$ cat config.mk
export PLATFORM = sky130hd
export DESIGN_NAME = piezo_drum_trigger_detector_top_flat
export DESIGN_NICKNAME = d
export VERILOG_FILES = /design/src/rtl/pdtd_pkg.sv /design/src/rtl/pdtd_in_if.sv /design/src/rtl/pdtd_out_if.sv /design/src/rtl/piezo_drum_trigger_detector_top.sv /design/src/flat_wrapper.sv
export SDC_FILE = /design/constraint.sdc
export NUM_CORES = 1
export LEC_CHECK = 0
export ABC_AREA = 1
export BUFFER_PORTS_ARGS = -buffer_cell sky130_fd_sc_hd__buf_2
export CORE_ASPECT_RATIO = 1.5
export CORE_UTILIZATION = 45
export DETAILED_ROUTE_END_ITERATION = 8
export GPL_ROUTABILITY_DRIVEN = 0
export PLACE_DENSITY = 0.7
export SYNTH_ARGS = -nofsm -noshare
export SYNTH_HDL_FRONTEND = slang
export SYNTH_SLANG_ARGS = --single-unit
$ cat constraint.sdc
create_clock -name clk -period 13 [get_ports clk]
set_input_delay 0.65 -clock clk [delete_from_list [all_inputs] [get_ports clk]]
set_output_delay 0.65 -clock clk [all_outputs]
set_load 0.02 [all_outputs]
$ cat src/rtl/pdtd_pkg.sv
package pdtd_pkg;

    localparam int PAD_COUNT = 4;
    localparam int PAD_W     = 2;
    localparam int SAMPLE_W  = 10;
    localparam int TIME_W    = 32;
    localparam int NOTE_W    = 7;
    localparam int VEL_W     = 7;
    localparam int CFG_IDX_W = 3;
    localparam int CFG_DATA_W = 32;
    localparam int CURVE_IDX_W = 7;

    localparam logic [SAMPLE_W-1:0] THRESHOLD_RST = 10'd600;
    localparam logic [TIME_W-1:0]   HOLDOFF_RST   = 32'd22730;
    localparam logic [NOTE_W-1:0]   NOTE_RST [PAD_COUNT] = '{7'd51, 7'd50, 7'd52, 7'd53};

    typedef enum logic [CFG_IDX_W-1:0] {
        REG_THRESHOLD = 3'd0,
        REG_HOLDOFF   = 3'd1,
        REG_NOTE_0    = 3'd2,
        REG_NOTE_1    = 3'd3,
        REG_NOTE_2    = 3'd4,
        REG_NOTE_3    = 3'd5
    } cfg_reg_t;

    typedef struct packed {
        logic [PAD_W-1:0]  event_pad;
        logic              is_note_on;
        logic [NOTE_W-1:0] note_number;
        logic [VEL_W-1:0]  note_velocity;
    } result_t;

    // v * (ln(v+1) + v/5), floored, saturated at 127
    function automatic logic [VEL_W-1:0] vel_curve(input logic [CURVE_IDX_W-1:0] idx);
        logic [VEL_W-1:0] v;
        begin
            case (idx)
                7'd0:    v = 7'd0;
                7'd1:    v = 7'd0;
                7'd2:    v = 7'd2;
                7'd3:    v = 7'd5;
                7'd4:    v = 7'd9;
                7'd5:    v = 7'd13;
                7'd6:    v = 7'd18;
                7'd7:    v = 7'd24;
                7'd8:    v = 7'd30;
                7'd9:    v = 7'd36;
                7'd10:   v = 7'd43;
                7'd11:   v = 7'd51;
                7'd12:   v = 7'd59;
                7'd13:   v = 7'd68;
                7'd14:   v = 7'd77;
                7'd15:   v = 7'd86;
                7'd16:   v = 7'd96;
                7'd17:   v = 7'd106;
                7'd18:   v = 7'd117;
                default: v = 7'd127;
            endcase
            return v;
        end
    endfunction

endpackage

$ cat src/rtl/pdtd_in_if.sv
interface pdtd_in_if
    import pdtd_pkg::*;
();
    logic                valid;
    logic                ready;
    logic [PAD_W-1:0]    pad_index;
    logic [SAMPLE_W-1:0] sample;
    logic [TIME_W-1:0]   time_us;

    modport source (output valid, output pad_index, output sample, output time_us,
                    input ready);
    modport sink (input valid, input pad_index, input sample, input time_us,
                  output ready);
endinterface

$ cat src/rtl/pdtd_out_if.sv
interface pdtd_out_if
    import pdtd_pkg::*;
();
    logic              valid;
    logic              ready;
    logic [PAD_W-1:0]  event_pad;
    logic              is_note_on;
    logic [NOTE_W-1:0] note_number;
    logic [VEL_W-1:0]  note_velocity;

    modport source (output valid, output event_pad, output is_note_on,
                    output note_number, output note_velocity, input ready);
    modport sink (input valid, input event_pad, input is_note_on,
                  input note_number, input note_velocity, output ready);
endinterface

$ cat src/rtl/piezo_drum_trigger_detector_top.sv
// A note event is registered in the head entry, or in the skid if head stalls.
// Throughput: one sample per cycle while the skid is empty; pad state is read and
// updated in the cycle of the transfer, and a two-entry output register (head plus
// skid) keeps input running while a result waits.
// Reset (rst_n, async, active low): pad state cleared, registers to defaults.
module piezo_drum_trigger_detector_top
    import pdtd_pkg::*;
(
    input  logic                   clk,
    input  logic                   rst_n,
    input  logic                   cfg_we,
    input  logic [CFG_IDX_W-1:0]   cfg_index,
    input  logic [CFG_DATA_W-1:0]  cfg_data,
    pdtd_in_if.sink                in_ch,
    pdtd_out_if.source             out_ch
);

    logic [SAMPLE_W-1:0] threshold_reg;
    logic [TIME_W-1:0]   holdoff_reg;
    logic [NOTE_W-1:0]   note_pad_reg [PAD_COUNT];

    logic [SAMPLE_W-1:0] prev_sample_reg [PAD_COUNT];
    logic [PAD_COUNT-1:0] active_reg;
    logic [PAD_COUNT-1:0] before_reg;
    logic [PAD_COUNT-1:0] armed_reg;
    logic [TIME_W-1:0]   holdoff_start_reg [PAD_COUNT];
    logic [VEL_W-1:0]    held_vel_reg [PAD_COUNT];

    result_t head_reg, skid_reg;
    logic    head_valid_reg, skid_valid_reg;

    logic [PAD_W-1:0]    pad;
    logic [SAMPLE_W-1:0] s;
    logic [SAMPLE_W-1:0] last;
    logic                pad_ok;
    logic                elapsed;
    logic                arm_hit, strike_hit, rel_hit, on_emit;
    logic                active_next, armed_next;
    logic [VEL_W-1:0]    vel_next;
    logic [CURVE_IDX_W-1:0] curve_idx;
    logic                in_fire, head_fire, res_valid;
    result_t             res;

    assign pad     = in_ch.pad_index;
    assign s       = in_ch.sample;
    assign pad_ok  = {1'b0, pad} < 3'(PAD_COUNT);
    assign last    = prev_sample_reg[pad];
    assign elapsed = (in_ch.time_us - holdoff_start_reg[pad]) >= holdoff_reg;

    assign curve_idx = (last[SAMPLE_W-1:3] == '0) ? '0 : last[SAMPLE_W-1:3] - 7'd1;

    always_comb
    begin
        arm_hit    = (s >= threshold_reg) && (s > last) && !active_reg[pad] && !armed_reg[pad];
        strike_hit = !arm_hit && (last > s) && (last > threshold_reg)
                     && !active_reg[pad] && armed_reg[pad];
        rel_hit    = !arm_hit && !strike_hit && (s < threshold_reg)
                     && active_reg[pad] && before_reg[pad] && elapsed;
        on_emit    = strike_hit && !before_reg[pad] && elapsed;
        vel_next   = strike_hit ? vel_curve(curve_idx) : held_vel_reg[pad];
        active_next = strike_hit ? 1'b1 : (rel_hit ? 1'b0 : active_reg[pad]);
        armed_next  = arm_hit ? 1'b1 : (rel_hit ? 1'b0 : armed_reg[pad]);
        res.event_pad     = pad;
        res.is_note_on    = on_emit;
        res.note_number   = note_pad_reg[pad];
        res.note_velocity = vel_next;
    end

    assign in_ch.ready = !skid_valid_reg;
    assign in_fire     = in_ch.valid && in_ch.ready;
    assign head_fire   = head_valid_reg && out_ch.ready;
    assign res_valid   = in_fire && pad_ok && (on_emit || rel_hit);

    always_ff @(posedge clk or negedge rst_n)
    begin
        if (!rst_n)
        begin
            threshold_reg <= THRESHOLD_RST;
            holdoff_reg   <= HOLDOFF_RST;
            for (int i = 0; i < PAD_COUNT; i++)
            begin
                note_pad_reg[i] <= NOTE_RST[i];
            end
        end
        else if (cfg_we)
        begin
            unique case (cfg_index)
                REG_THRESHOLD: threshold_reg   <= cfg_data[SAMPLE_W-1:0];
                REG_HOLDOFF:   holdoff_reg     <= cfg_data[TIME_W-1:0];
                REG_NOTE_0:    note_pad_reg[0] <= cfg_data[NOTE_W-1:0];
                REG_NOTE_1:    note_pad_reg[1] <= cfg_data[NOTE_W-1:0];
                REG_NOTE_2:    note_pad_reg[2] <= cfg_data[NOTE_W-1:0];
                REG_NOTE_3:    note_pad_reg[3] <= cfg_data[NOTE_W-1:0];
                default:       ;
            endcase
        end
    end

    always_ff @(posedge clk or negedge rst_n)
    begin
        if (!rst_n)
        begin
            active_reg <= '0;
            before_reg <= '0;
            armed_reg  <= '0;
            for (int i = 0; i < PAD_COUNT; i++)
            begin
                prev_sample_reg[i]   <= '0;
                holdoff_start_reg[i] <= '0;
                held_vel_reg[i]      <= '0;
            end
        end
        else if (in_fire && pad_ok)
        begin
            active_reg[pad]      <= active_next;
            before_reg[pad]      <= active_next;
            armed_reg[pad]       <= armed_next;
            prev_sample_reg[pad] <= s;
            held_vel_reg[pad]    <= vel_next;
            if (on_emit)
            begin
                holdoff_start_reg[pad] <= in_ch.time_us;
            end
        end
    end

    always_ff @(posedge clk or negedge rst_n)
    begin
        if (!rst_n)
        begin
            head_valid_reg <= 1'b0;
            skid_valid_reg <= 1'b0;
        end
        else if (skid_valid_reg)
        begin
            if (head_fire)
            begin
                skid_valid_reg <= 1'b0;
            end
        end
        else if (!head_valid_reg || head_fire)
        begin
            head_valid_reg <= res_valid;
        end
        else if (res_valid)
        begin
            skid_valid_reg <= 1'b1;
        end
    end

    always_ff @(posedge clk)
    begin
        if (skid_valid_reg)
        begin
            if (head_fire)
            begin
                head_reg <= skid_reg;
            end
        end
        else if (!head_valid_reg || head_fire)
        begin
            head_reg <= res;
        end
        else if (res_valid)
        begin
            skid_reg <= res;
        end
    end

    assign out_ch.valid         = head_valid_reg;
    assign out_ch.event_pad     = head_reg.event_pad;
    assign out_ch.is_note_on    = head_reg.is_note_on;
    assign out_ch.note_number   = head_reg.note_number;
    assign out_ch.note_velocity = head_reg.note_velocity;

    a_skid_behind_head: assert property (@(posedge clk) disable iff (!rst_n)
        skid_valid_reg |-> head_valid_reg)
        else $error("skid entry without head entry");

    a_stalled_result_kept: assert property (@(posedge clk) disable iff (!rst_n)
        (res_valid && head_valid_reg && !out_ch.ready) |=> skid_valid_reg)
        else $error("result lost while output stalled");

    a_active_needs_armed: assert property (@(posedge clk) disable iff (!rst_n)
        (active_reg & ~armed_reg) == '0)
        else $error("pad note active while not armed");

endmodule

$ cat src/flat_wrapper.sv
// flat-port wrapper written by rule: the top's interface ports become plain ports
module piezo_drum_trigger_detector_top_flat import pdtd_pkg::*;
  (clk, rst_n, cfg_we, cfg_index, cfg_data, in_ch_valid, in_ch_pad_index, in_ch_sample, in_ch_time_us, in_ch_ready, out_ch_valid, out_ch_event_pad, out_ch_is_note_on, out_ch_note_number, out_ch_note_velocity, out_ch_ready);
  pdtd_in_if in_ch_i ();
  pdtd_out_if out_ch_i ();
  input  logic clk;
  input  logic rst_n;
  input  logic cfg_we;
  input  logic [CFG_IDX_W-1:0] cfg_index;
  input  logic [CFG_DATA_W-1:0] cfg_data;
  input wire logic [$bits(in_ch_i.valid)-1:0] in_ch_valid;
  input wire logic [$bits(in_ch_i.pad_index)-1:0] in_ch_pad_index;
  input wire logic [$bits(in_ch_i.sample)-1:0] in_ch_sample;
  input wire logic [$bits(in_ch_i.time_us)-1:0] in_ch_time_us;
  output wire logic [$bits(in_ch_i.ready)-1:0] in_ch_ready;
  output wire logic [$bits(out_ch_i.valid)-1:0] out_ch_valid;
  output wire logic [$bits(out_ch_i.event_pad)-1:0] out_ch_event_pad;
  output wire logic [$bits(out_ch_i.is_note_on)-1:0] out_ch_is_note_on;
  output wire logic [$bits(out_ch_i.note_number)-1:0] out_ch_note_number;
  output wire logic [$bits(out_ch_i.note_velocity)-1:0] out_ch_note_velocity;
  input wire logic [$bits(out_ch_i.ready)-1:0] out_ch_ready;
  assign in_ch_i.valid = in_ch_valid;
  assign in_ch_i.pad_index = in_ch_pad_index;
  assign in_ch_i.sample = in_ch_sample;
  assign in_ch_i.time_us = in_ch_time_us;
  assign in_ch_ready = in_ch_i.ready;
  assign out_ch_valid = out_ch_i.valid;
  assign out_ch_event_pad = out_ch_i.event_pad;
  assign out_ch_is_note_on = out_ch_i.is_note_on;
  assign out_ch_note_number = out_ch_i.note_number;
  assign out_ch_note_velocity = out_ch_i.note_velocity;
  assign out_ch_i.ready = out_ch_ready;
  piezo_drum_trigger_detector_top u_core (.clk(clk), .rst_n(rst_n), .cfg_we(cfg_we), .cfg_index(cfg_index), .cfg_data(cfg_data), .in_ch(in_ch_i), .out_ch(out_ch_i));
endmodule
==> implementation parameters <==
Parameter                              Value

STA
  Part of the cycle the worst path needs ... 0.5708
  Endpoints failing setup ... 0
  Max Slew Vio Count ... 0
  Largest clock skew in the final design ... 0.01003 ns
  Unrepaired setup endpoints after global routing ... no
  Fmax achieved ... ~0.13 GHz
  Hold Worst Slack ... ~0.19 ns
  Max-slew headroom at the worst pin ... 0.2206
  Post-layout min period ... approximately 7.4 ns
  Setup TNS ... 0 ns
  Worst-margin pin slew ... about 1.2 ns
  PnR worst setup slack ... around 5.6 ns
  Final-report hold violation count ... 0

Floorplanning
  Row count ... 87
  Die span in y ... around 240 um
  Core region area ... 0.03745 mm2
  Count of boundary I/O pins ... slightly above 100
  Initial Utilization ... 0.4561
  Chip width ... roughly 160 um
  Die area ... roughly 0.039 mm2

Flow run
  Max-cap violations ... 0

Clock network
  Worst-path clk slew ... approximately 0.060 ns
  Number of buffers inserted during clock tree synthesis ... 31
  Post-CTS Setup Inserts ... 0
  Root Buffer ... sky130_fd_sc_hd__clkbuf_16
  Number of H-tree levels ... 1
  Maximum buffer depth of the clock tree ... 3
  Clock tree from TritonCTS ... yes
  Source-to-sink clock delay at the later pin of the worst-skew pair ... around 0.58 ns
  Number of gates given a new drive strength after cts ... 0
  Clock tree sinks ... 310
  # hold bufs at CTS ... 0

GRT
  Maximum number of pins on one net before global-route repair ... 132
  Met2 track utilization from global routing ... 0.4412
  Gr ovfl total ... 0
  Met3 GRT Util ... 0.02612
  Via count of the first global-routing pass ... 14748
  First-pass GRT wire length ... 76550 um
  Most Crowded Layer GR ... met2
  Met1 capacity usage during global routing ... 0.2942
  GRT Overall Usage ... 0.2480
  Initial antenna violation count ... 2

Finish
  Area of all placed cells without fillers ... between 0.015 and 0.02 mm2
  Flip-flop count of the largest register after layout ... 128
  Final layout net count ... about 2300
  Final Non-Filler Cells ... 2641
  Fraction of final layout cells with drive strength greater than 1 ... 0.1149
  Filler instances ... 3585
  Synth-to-Final Area Change ... 10.86%
  Post-route core utilization ... 0.5056

Synth
  Synthesis-stage register bit count ... 310
  Synthesized netlist net count ... between 2000 and 2500
  Post-synthesis async set-or-reset flop share ... 0.8903
  Top cells by area, synth ... sky130_fd_sc_hd__dfrtp_1 (37%), sky130_fd_sc_hd__nand2_1 (13%), sky130_fd_sc_hd__ha_1 (7.4%)
  Top cell types by occurrence after synthesis ... sky130_fd_sc_hd__nand2_1 (569), sky130_fd_sc_hd__dfrtp_1 (251), sky130_fd_sc_hd__o21ai_0 (248)
  Yosys warnings ... 0
  Syn Std Cell Area ... 0.01708 mm2
  Synthesized netlist cell count ... a little over 2000
  Mean area per synthesized cell ... slightly above 8 um2
  Most frequently used cell type in the post-synthesis netlist ... sky130_fd_sc_hd__nand2_1
  Register area share after synthesis ... 0.4660
  Leading register cell type out of synthesis ... sky130_fd_sc_hd__dfrtp_1
  Post-synth top area share ... 0.3678
  Number of enable-type register cells in the synthesized netlist ... 34
  Distinct cell type count of the synthesized netlist ... 47
  Most area-hungry cell type in the Yosys netlist ... sky130_fd_sc_hd__dfrtp_1

Critical path
  Family of cells with the greatest summed delay on the critical path ... simple AND/OR/NAND/NOR gates
  Category of the worst setup path capture point ... register
  Endpoint required time on the critical path ... roughly 13 ns
  Critical path start-end classification ... in2reg
  Most common cell type on the critical path ... sky130_fd_sc_hd__nand2_1
  Destination of the worst register-to-register timing path ... u_core.holdoff_start_reg[51]$_DFFE_PN0P_
  Number of cells on the worst reg-to-reg path ... 24
  Setup slack of the most critical reg-to-reg path ... between 6 and 7 ns
  Arrival @ worst endpoint ... between 7 and 8 ns
  Highest net fanout along the worst path ... between 60 and 70
  Maximum cell stage delay along the critical path ... approximately 1.1 ns
  Slowest library cell on the worst path ... sky130_fd_sc_hd__nor2_4
  Crit Reg-Reg Startpoint ... u_core.holdoff_start_reg[33]$_DFFE_PN0P_
  Startpoint class of the critical path ... input pin
  Critical path buffers and inverters ... 4

Routing
  Routed WL ... approximately 47000 um
  Total vias in the final route ... around 15000
  Number of remaining DRC errors ... 0
  DRC marker count from the first detailed-route iteration ... just over 1000
  DRT Pass-1 Iters ... 6
  Per-cell via count in the routed design ... 5.573
  Detailed-route wire length per cell ... about 18 um
  Number of nets with antenna violations after routing ... 0

Power and ir drop
  Post-route total power ... approximately 3.6 mW
  Maximum ir drop on the vdd rail ... approximately 130 uV
  Leak Pwr ... about 9.6 nW
  Power density relative to cell area ... 188.7 mW/mm2

Placement
  Place WS ... between 5 and 6 ns
  Placed instance area ... ~0.018 mm2
  Instance count after placement with tap cells included ... 2581
  Dpl hpwl ... 32900 um
  Quantity of I/O buffers inserted on ports ... just over 100

Hold path
  Worst min-delay path category ... in2async

Status
  Run status ... complete, no violations
-- power breakdown --
part | switching [mW] | leakage [nW] | internal (mW)
registers | 0.126 | 3.60 | 1.27
clock network | 0.399 | 0.508 | 0.521
logic | 0.812 | 5.52 | 0.443
-- worst max-delay path by stage --
stage / start / endpoint / cells past startpoint
after floorplan: in_ch_pad_index[1] / u_core.skid_reg[0]$_DFFE_PP_ / 30
after global routing: in_ch_pad_index[0] / u_core.holdoff_start_reg[51]$_DFFE_PN0P_ / 26
after global placement: in_ch_pad_index[0] / u_core.holdoff_start_reg[53]$_DFFE_PN0P_ / 26
final: in_ch_pad_index[0] / u_core.holdoff_start_reg[51]$_DFFE_PN0P_ / 26
after CTS: in_ch_pad_index[0] / u_core.holdoff_start_reg[51]$_DFFE_PN0P_ / 26
after detailed placement: in_ch_pad_index[0] / u_core.holdoff_start_reg[61]$_DFFE_PN0P_ / 26
-- layout make-up --
class | count | area [um2] | area share
clock inverters | 20 | 192.7 | 0.01018
well taps | 489 | 611.8 | 0.03232
flip-flops and latches | 310 | 7959 | 0.4204
multi-input cells | 1449 | 7889 | 0.4167
diodes | 2 | 5.005 | 0.0002644
inverters | 219 | 822.0 | 0.04342
clock buffers | 38 | 842.1 | 0.04448
repair buffers | 114 | 610.6 | 0.03225
-- routing by layer --
layer / part of all wire / vias to the layer above
li1: - / 6993
met1: 0.39 / 7084
met2: 0.51 / 522
met3: 0.054 / 120
met4: 0.047 / 0
met5: 0 / -
-- placed cells by master (no fill, tap or decap), drive strengths merged, types with 4 or more instances in the layout --
cell type,netlist,routed
a21o,6,6
xnor2,6,6
o21a,5,5
a21oi,89,89
inv,219,220
nand4,18,18
ha,101,101
clkbuf,63,38
o21ai,257,257
nor3,4,4
a31oi,13,13
a21boi,10,10
nor2,122,122
dfstp,25,25
a221oi,33,33
nand3,96,96
edfxtp,34,34
dfrtp,251,251
nand2,587,587
o22ai,31,31
buf,26,114
a22oi,27,27
xor2,25,25
clkinv,0,13
-- cell families (layout without fill, tap and decap cells) --
| logic type | count (synthesis) | count (layout) | synth area share |
|---|---|---|---|
| AOI/OAI and AO/OA | 483 | 483 | 0.1634 |
| xor gates and xnor gates | 31 | 31 | 0.01590 |
| adders and majority gates | 102 | 102 | 0.07517 |
| buffers and inverters | 308 | 391 | 0.07268 |
| DFF | 310 | 310 | 0.4660 |
| other | 0 | 2 | 0 |
| and+or+nand+nor | 833 | 833 | 0.2068 |
Power figures use the tool's default switching activity.
